$ cat src/hdl/srdn_pkg.sv
`timescale 1ns / 1ps
// ----------------------------------------------------------------------------
// srdn_pkg
// Types, constants and the search step shared by the stick normalizer.
// ----------------------------------------------------------------------------
package srdn_pkg;

  // Fraction bits of the normalized outputs.
  localparam int OUT_FRAC_BITS = 15;
  // One search cell per result bit, the top one included.
  localparam int STEPS = OUT_FRAC_BITS + 1;
  localparam int QW    = OUT_FRAC_BITS + 1;
  // Width of the running sums in the search cells.
  localparam int WW    = 2 * OUT_FRAC_BITS + 34;
  // Width of the signed remaining-distance track.
  localparam int DW    = OUT_FRAC_BITS + 9;
  localparam int OUT_LIM = (OUT_FRAC_BITS >= 15) ? 32767 : ((1 << OUT_FRAC_BITS) - 1);

  localparam logic [6:0]  AXIS_FULL   = 7'd127;
  localparam logic [7:0]  AXIS_CENTRE = 8'd127;
  localparam logic [6:0]  PCT_MAX     = 7'd100;
  localparam logic [15:0] FULL_SQ     = 16'd16129;
  // floor(x / 100) as (x * DIV100_MUL) >> DIV100_SHIFT, exact for x below 2^14.
  localparam logic [26:0] DIV100_MUL  = 27'd5243;
  localparam int          DIV100_SHIFT = 19;

  typedef struct packed {
    logic [7:0] raw_x;
    logic [7:0] raw_y;
  } in_t;

  typedef struct packed {
    logic signed [15:0] norm_x;
    logic signed [15:0] norm_y;
    logic               in_deadzone;
  } out_t;

  // Search state of one axis.
  typedef struct packed {
    logic                 neg;
    logic [QW-1:0]        bitv;
    logic [QW-1:0]        q;
    logic signed [WW-1:0] w;
    logic signed [WW-1:0] h;
    logic signed [WW-1:0] g;
    logic signed [WW-1:0] r;
    logic signed [DW-1:0] bk;
    logic signed [DW-1:0] diff;
  } axis_t;

  // What one cell hands to the next.
  typedef struct packed {
    logic  valid;
    logic  dz;
    logic  clipped;
    axis_t x;
    axis_t y;
  } cell_t;

  // One bit of the result search: try setting the current bit, keep it if the
  // scaled value still reaches the trial, then rescale the increments.
  function automatic axis_t axis_step(axis_t a, logic clipped);
    axis_t                o;
    logic signed [WW-1:0] wt;
    logic signed [DW-1:0] dt;
    logic                 ok;
    o  = a;
    wt = $signed(a.w) + $signed(a.h) + $signed(a.g);
    dt = $signed(a.diff) - $signed(a.bk);
    if (clipped) begin
      ok = ($signed(wt) <= $signed(a.r));
    end else begin
      ok = !dt[DW-1] && ($signed(wt) >= $signed(a.r));
    end
    if (ok) begin
      o.w    = wt;
      o.diff = dt;
      o.h    = $signed(a.h) + ($signed(a.g) <<< 1);
      o.q    = a.q | a.bitv;
    end
    o.h    = $signed(o.h) >>> 1;
    o.g    = $signed(a.g) >>> 2;
    o.bk   = $signed(a.bk) >>> 1;
    o.bitv = a.bitv >> 1;
    return o;
  endfunction

endpackage

$ cat src/hdl/srdn_cell.sv
`timescale 1ns / 1ps
// ----------------------------------------------------------------------------
// srdn_cell
// One search cell: settles one result bit of both axes and passes on.
// ----------------------------------------------------------------------------
module srdn_cell (
  input  logic            clk,
  input  logic            rst,
  input  logic            en,
  input  srdn_pkg::cell_t prev,
  output srdn_pkg::cell_t next
);
  import srdn_pkg::*;

  logic  vld;
  logic  dz, clipped;
  axis_t xs, ys;

  // Valid bit of the beat held in this cell.
  always_ff @(posedge clk) begin
    if (rst) begin
      vld <= 1'b0;
    end else if (en) begin
      vld <= prev.valid;
    end
  end

  // Trial of this bit on both axes.
  always_ff @(posedge clk) begin
    if (en) begin
      dz      <= prev.dz;
      clipped <= prev.clipped;
      xs      <= axis_step(prev.x, prev.clipped);
      ys      <= axis_step(prev.y, prev.clipped);
    end
  end

  always_comb begin
    next.valid   = vld;
    next.dz      = dz;
    next.clipped = clipped;
    next.x       = xs;
    next.y       = ys;
  end

endmodule

$ cat config.mk
export PLATFORM = sky130hd
export DESIGN_NAME = srdn_cell
export DESIGN_NICKNAME = d
export VERILOG_FILES = /design/src/hdl/srdn_pkg.sv /design/src/hdl/srdn_cell.sv
export SDC_FILE = /design/constraint.sdc
export NUM_CORES = 2
export LEC_CHECK = 0
export ABC_AREA = 1
export BUFFER_PORTS_ARGS = -buffer_cell sky130_fd_sc_hd__buf_4
export CAP_MARGIN = 15
export CORE_AREA = 2 2 536 538
export DETAILED_ROUTE_END_ITERATION = 12
export DIE_AREA = 0 0 538 540
export PLACE_DENSITY_LB_ADDON = 0.12
export SLEW_MARGIN = 20
export SYNTH_ARGS = -nofsm -noshare
export SYNTH_HDL_FRONTEND = slang
export SYNTH_SLANG_ARGS = --single-unit
export TNS_END_PERCENT = 5
$ cat constraint.sdc
create_clock -name clk -period 12.9 [get_ports clk]
set_input_delay 1.935 -clock clk [delete_from_list [all_inputs] [get_ports clk]]
set_output_delay 1.935 -clock clk [all_outputs]
set_load 0.005 [all_outputs]
### After elaboration in Yosys (flattened, before gate mapping)

Cells that the tools add are included.
Widths: inputs -> output; s select.

| word-level totals | value |
|---|---|
| flip-flop bits (word level) | 667 |
| input bits | 680 |
| output and inout bits | 677 |
| logic and storage cells | 47 |

| operators by class | value |
|---|---|
| add/subtract/negate cells | 8 |
| order comparisons | 4 |
| mux-type cells | 8 |
| bitwise gates (word level) | 2 |
| reductions and logical operators | 4 |

Operators with widths:

| cell | count |
|---|---|
| $add 64x64->64 | 6 |
| $mux 144 | 2 |
| $ge 64x64->1 | 2 |
| $le 64x64->1 | 2 |
| $mux 24 | 2 |
| $sub 24x24->24 | 2 |
| $or 16x16->16 | 2 |
| $mux 1 | 4 |
| $logic_and 1x1->1 | 2 |
| $logic_not 1->1 | 2 |

### Logic depth before layout (Yosys ltp)

| logic depth | value |
|---|---|
| depth in word-level cells | 7 |
| gate-level depth with buffers | 37 |
| gate-level depth less buffers | 35 |

### Worst setup path before layout

Ideal clock, no wire load.

| timing path | value |
|---|---|
| kind | in2reg |
| start | in prev[450] in the netlist's numbering |
| end | reg xs (netlist bit next[352]), data pin |
| data arrival time | 6.053 ns |
| data required time | 12.647 ns |
| setup slack | 6.594 ns |
| stages on the path | 33 |
| cell sequence | inv_1 > fa_1 > inv_1 > ha_1 > inv_1 > fa_1 > inv_1 > nand3_1 > nand2_1 > nand2_1 > nand2_1 > a21oi_1 > o21ai_0 > nand2_1 > nand2_1 > nand2_1 > nand3_1 > nand2_1 > ha_1 > nand4_1 > nor3_1 > nor4b_2 > nand2_1 > nand2_1 > nand2_1 > nand3_1 > nand2_1 > nand2_2 > nand2_2 > buf_6 > buf_4 > nand2_1 > nand2_1 |

| between the ends | value |
|---|---|
| longest elaborated chain between the ends | 6 |
| elaborated cells between the ends (all ways) | 7 |

RTL lines:

| element | line | RTL |
|---|---|---|
| from (decl) | srdn_cell.sv:10 | `input srdn_pkg::cell_t prev,` |
| $add 64x64->64 (*) | srdn_pkg.sv:68 | `wt = $signed(a.w) + $signed(a.h) + $signed(a.g);` |
| $ge 64x64->1 | srdn_pkg.sv:73 | `ok = !dt[DW-1] && ($signed(wt) >= $signed(a.r));` |
| $logic_and 1x1->1 | srdn_pkg.sv:73 |  |
| $mux 1 (*) | srdn_pkg.sv:70 | `if (clipped) begin` |
| $mux 1 (*) | srdn_cell.sv:30 | `if (en) begin` |
| $mux 24 (*) | srdn_pkg.sv:75 | `if (ok) begin` |
| to (signal assigned) | srdn_cell.sv:33 | `xs <= axis_step(prev.x, prev.clipped);` |
| to (decl) | srdn_cell.sv:17 | `axis_t xs, ys;` |

Every way passes the cells marked *; elsewhere a longest branch is shown, timed or not. The select of a mux whose other input is x is not followed.
A chain may end at the register's enable or synchronous reset.

### Worst setup path after layout

| timing path | value |
|---|---|
| start | in prev[452] in the netlist's numbering |
| end | reg xs (netlist bit next[581]), data pin |

| between the ends | value |
|---|---|
| longest elaborated chain between the ends | 6 |
| elaborated cells between the ends (all ways) | 7 |

RTL lines:

| element | line |
|---|---|
| $add 64x64->64 (*) | srdn_pkg.sv:68 |
| $ge 64x64->1 | srdn_pkg.sv:73 |
| $logic_and 1x1->1 | srdn_pkg.sv:73 |
| $mux 1 | srdn_pkg.sv:70 |
| $mux 1 | srdn_cell.sv:30 |
| $mux 144 (*) | srdn_pkg.sv:75 |

Marked as above.

==> metrics.cfg <==
[critical_path]
start_kind = primary input
critPathRequiredTime_ns = 13.56
cp.arrival_ns = 11.18
worst_setup_path_end_kind = register
crit_type = in -> reg
cp_max_fo = 68

[synthesis]
synth_xor_xnor_area_share_pct = 3.828
ys_top_cells_by_area = edfxtp_1 (39%), nand2_1 (12%), ha_1 (10%), inv_1 (6.3%), nand3_1 (5.4%)
synthSimpleGateAreaFrac_pct = 24.66
synth.top_cell.area_share_pct = 38.50
syn_avg_cell_area_um2 = 7.991
yosys_warnings = 0
synth-edff-count = 666
synth_top_area_cell = edfxtp_1
yosysMostFrequentCell = nand2_1
synthAdderAreaFrac_pct = 15.25
synth.distinct_cells = 48
synthMuxAreaShare_pct = 0.01927
synth_top_family_by_area = simple AND/OR/NAND/NOR gates
syn_area_um2 = 51940
async_flop_share_pct = 0
synth-main-ff-cell = edfxtp_1
synth_compound_area_share_pct = 10.02
synth-seq-area-share_pct = 38.54
synth_seq_cells = 667
synth_common_cells = nand2_1 (1711), inv_1 (877), edfxtp_1 (666)
synthCells = 6500

[finish]
fillers = 31610
fin_nets = 9096
area_delta_synth_final_pct = 33.97
final_cells = 11720
drive_above_1_share_pct = 19.26

[sta]
setup_viol = 0
final_max_slew_viol_count = 0
slew_headroom_pct = 18.64
skew_ns = 0
finalHoldViolations = 0
fin_worst_hold_slack_ns = 0.5315
fmax_mhz = 95.02
min_period_ns = 10.52
worst_slew_pin_slew_ns = 1.216
fin_setup_tns_ns = 0
min_period_over_period_pct = 81.58
rsz0062_at_grt = false

[clock_tree]
cts_made_buffers = 96
cts-htree-levels = 3
clk_pin_slew_ns = 0.05
post_cts_buffers = 0
cts_resized = 0
cts_tree = done
clock-sinks = 667
cts_hold_buf = 0
cts-root-buf = clkbuf_16
clk_latency_ns = 0.78
clock_path_buffers = 4

[grt]
grt_pass1_wl_mm = 453.6
grt_overflow = 0
antenna_found_initial = 47
grt_max_degree = 136
grt_pass1_vias = 55400
grt_usage_pct = 22.53

[power_and_ir_drop]
ir_worst_vdd_v = 0.0001579
finalPower_mw = 10.98
p_leak_nw = 31.57
power.density_nw_per_um2 = 157.7

[placed_design]
dp.cells = 11530
hpwl_mm = 294.7
gp_congestion = 0.9661
port_buffers = 1354

[floorplan]
dieArea_um2 = 290500
start_util_pct = 18.26
io_pins = 1357
die_w_um = 538
rows = 196
die_h_um = 540
core_area_um2 = 284500

[route]
vias = 52080
wl_mm = 338.5
first_iter_violations = 3123
drc = 0
drtPass1Iterations = 7
via_per_inst = 4.443
ant_nets = 0
wl_per_cell_um = 28.87

[hold_path]
min_path_type = reg -> reg

[outcome]
outcome = finished, final reports clean

[run]
cap_viol_max_count = 0

==> path summary, 6_finish.rpt <==
kind | start | slack (ns) | cells past startpoint | end
max | prev[452] | 2.38 | 26 | next[581]
min | vld | 0.53 | 2 | vld
max reg2reg | vld | 12.30 | 2 | vld
min reg2reg | vld | 0.53 | 2 | vld
==> routing by layer <==
metal	routed length (um)	track usage, %	vias to the layer above	share of wire (%)
li1	-	-	24440	-
met2	171200	40.76	1779	51
met3	19570	4.477	419	5.8
met5	77	0	-	0.023
met4	17090	10.54	12	5.0
met1	130500	25.08	25430	39
==> critical path, stage by stage <==
cell,delay (ns)
buf_4,0.15
fa_1,0.51
ha_1,0.39
a21oi_1,0.28
nand2_1,0.25
a21oi_1,0.65
o21ai_0,0.46
nand2_1,0.14
nand3_1,0.21
nand3_1,0.44
nand3_1,0.15
nand2_1,0.09
nand2_1,0.17
ha_1,0.33
nand2_1,0.06
nor2_1,0.15
nand2_1,0.13
nor4_2,0.54
nand4_1,0.49
nand3b_1,0.74
nand3_4,0.34
buf_4,0.69
buf_4,0.66
buf_4,0.67
nand3_1,0.16
nand2_1,0.12
==> cell usage in the layout, fill, tap and decap left out, types with 50 or more instances in the layout <==
cell,n
xnor2_1,51
a21oi_1,463
nand2_1,1711
a31oi_1,50
o21ai_0,296
nand4_1,76
inv_1,877
nor2_1,636
nor3_1,59
buf_4,1372
edfxtp_1,666
ha_1,422
xor2_1,176
fa_1,132
nand3_1,562
clkbuf_16,96
==> layout make-up <==
class                   instances  area [um^2]  share of cell area (%)
diodes                         33        82.58                  0.1187
inverters                     877         3292                   4.731
repair buffers               1380        10450                   15.01
flip-flops and latches        667        20020                   28.77
multi-input cells            4840        28020                   40.27
well taps                    3762         4707                   6.764
clock inverters                47        536.8                  0.7714
clock buffers                 117         2481                   3.566
==> logic make-up after synthesis <==
family	count (synthesis)
buf+inv	994
simple gates	3102
xor+xnor	227
other cells	1
mux	1
flops	667
fa+ha+maj	554
compound gates	954
==> sequential cells by signal (all words and copies together), names as in the netlist <==
| register | count |
|---|---|
| next | 664 |
| clipped | 1 |
| dz | 1 |
| vld | 1 |
==> metrics by stage <==
step	setup slack, ns	area (um^2)	util, %
3_3_place_gp	1.517	66470	23.36
6_report	2.376	69590	24.46
4_1_cts	2.352	69500	24.43
3_5_place_dp	1.477	66490	23.37
5_1_grt	2.178	69550	24.45
2_1_floorplan	6.594	51940	-
==> report_power, final <==
| part | total, mW | switching, mW | internal [mW] | leakage, nW |
|---|---|---|---|---|
| clock | 2.67 | 1.10 | 1.58 | 1.45 |
| sequential | 3.15 | 0.177 | 2.97 | 6.52 |
| combinational | 5.15 | 3.46 | 1.69 | 23.6 |
| total | 11.0 | 4.74 | 6.24 | 31.6 |
(Power assumes the default switching activity.)
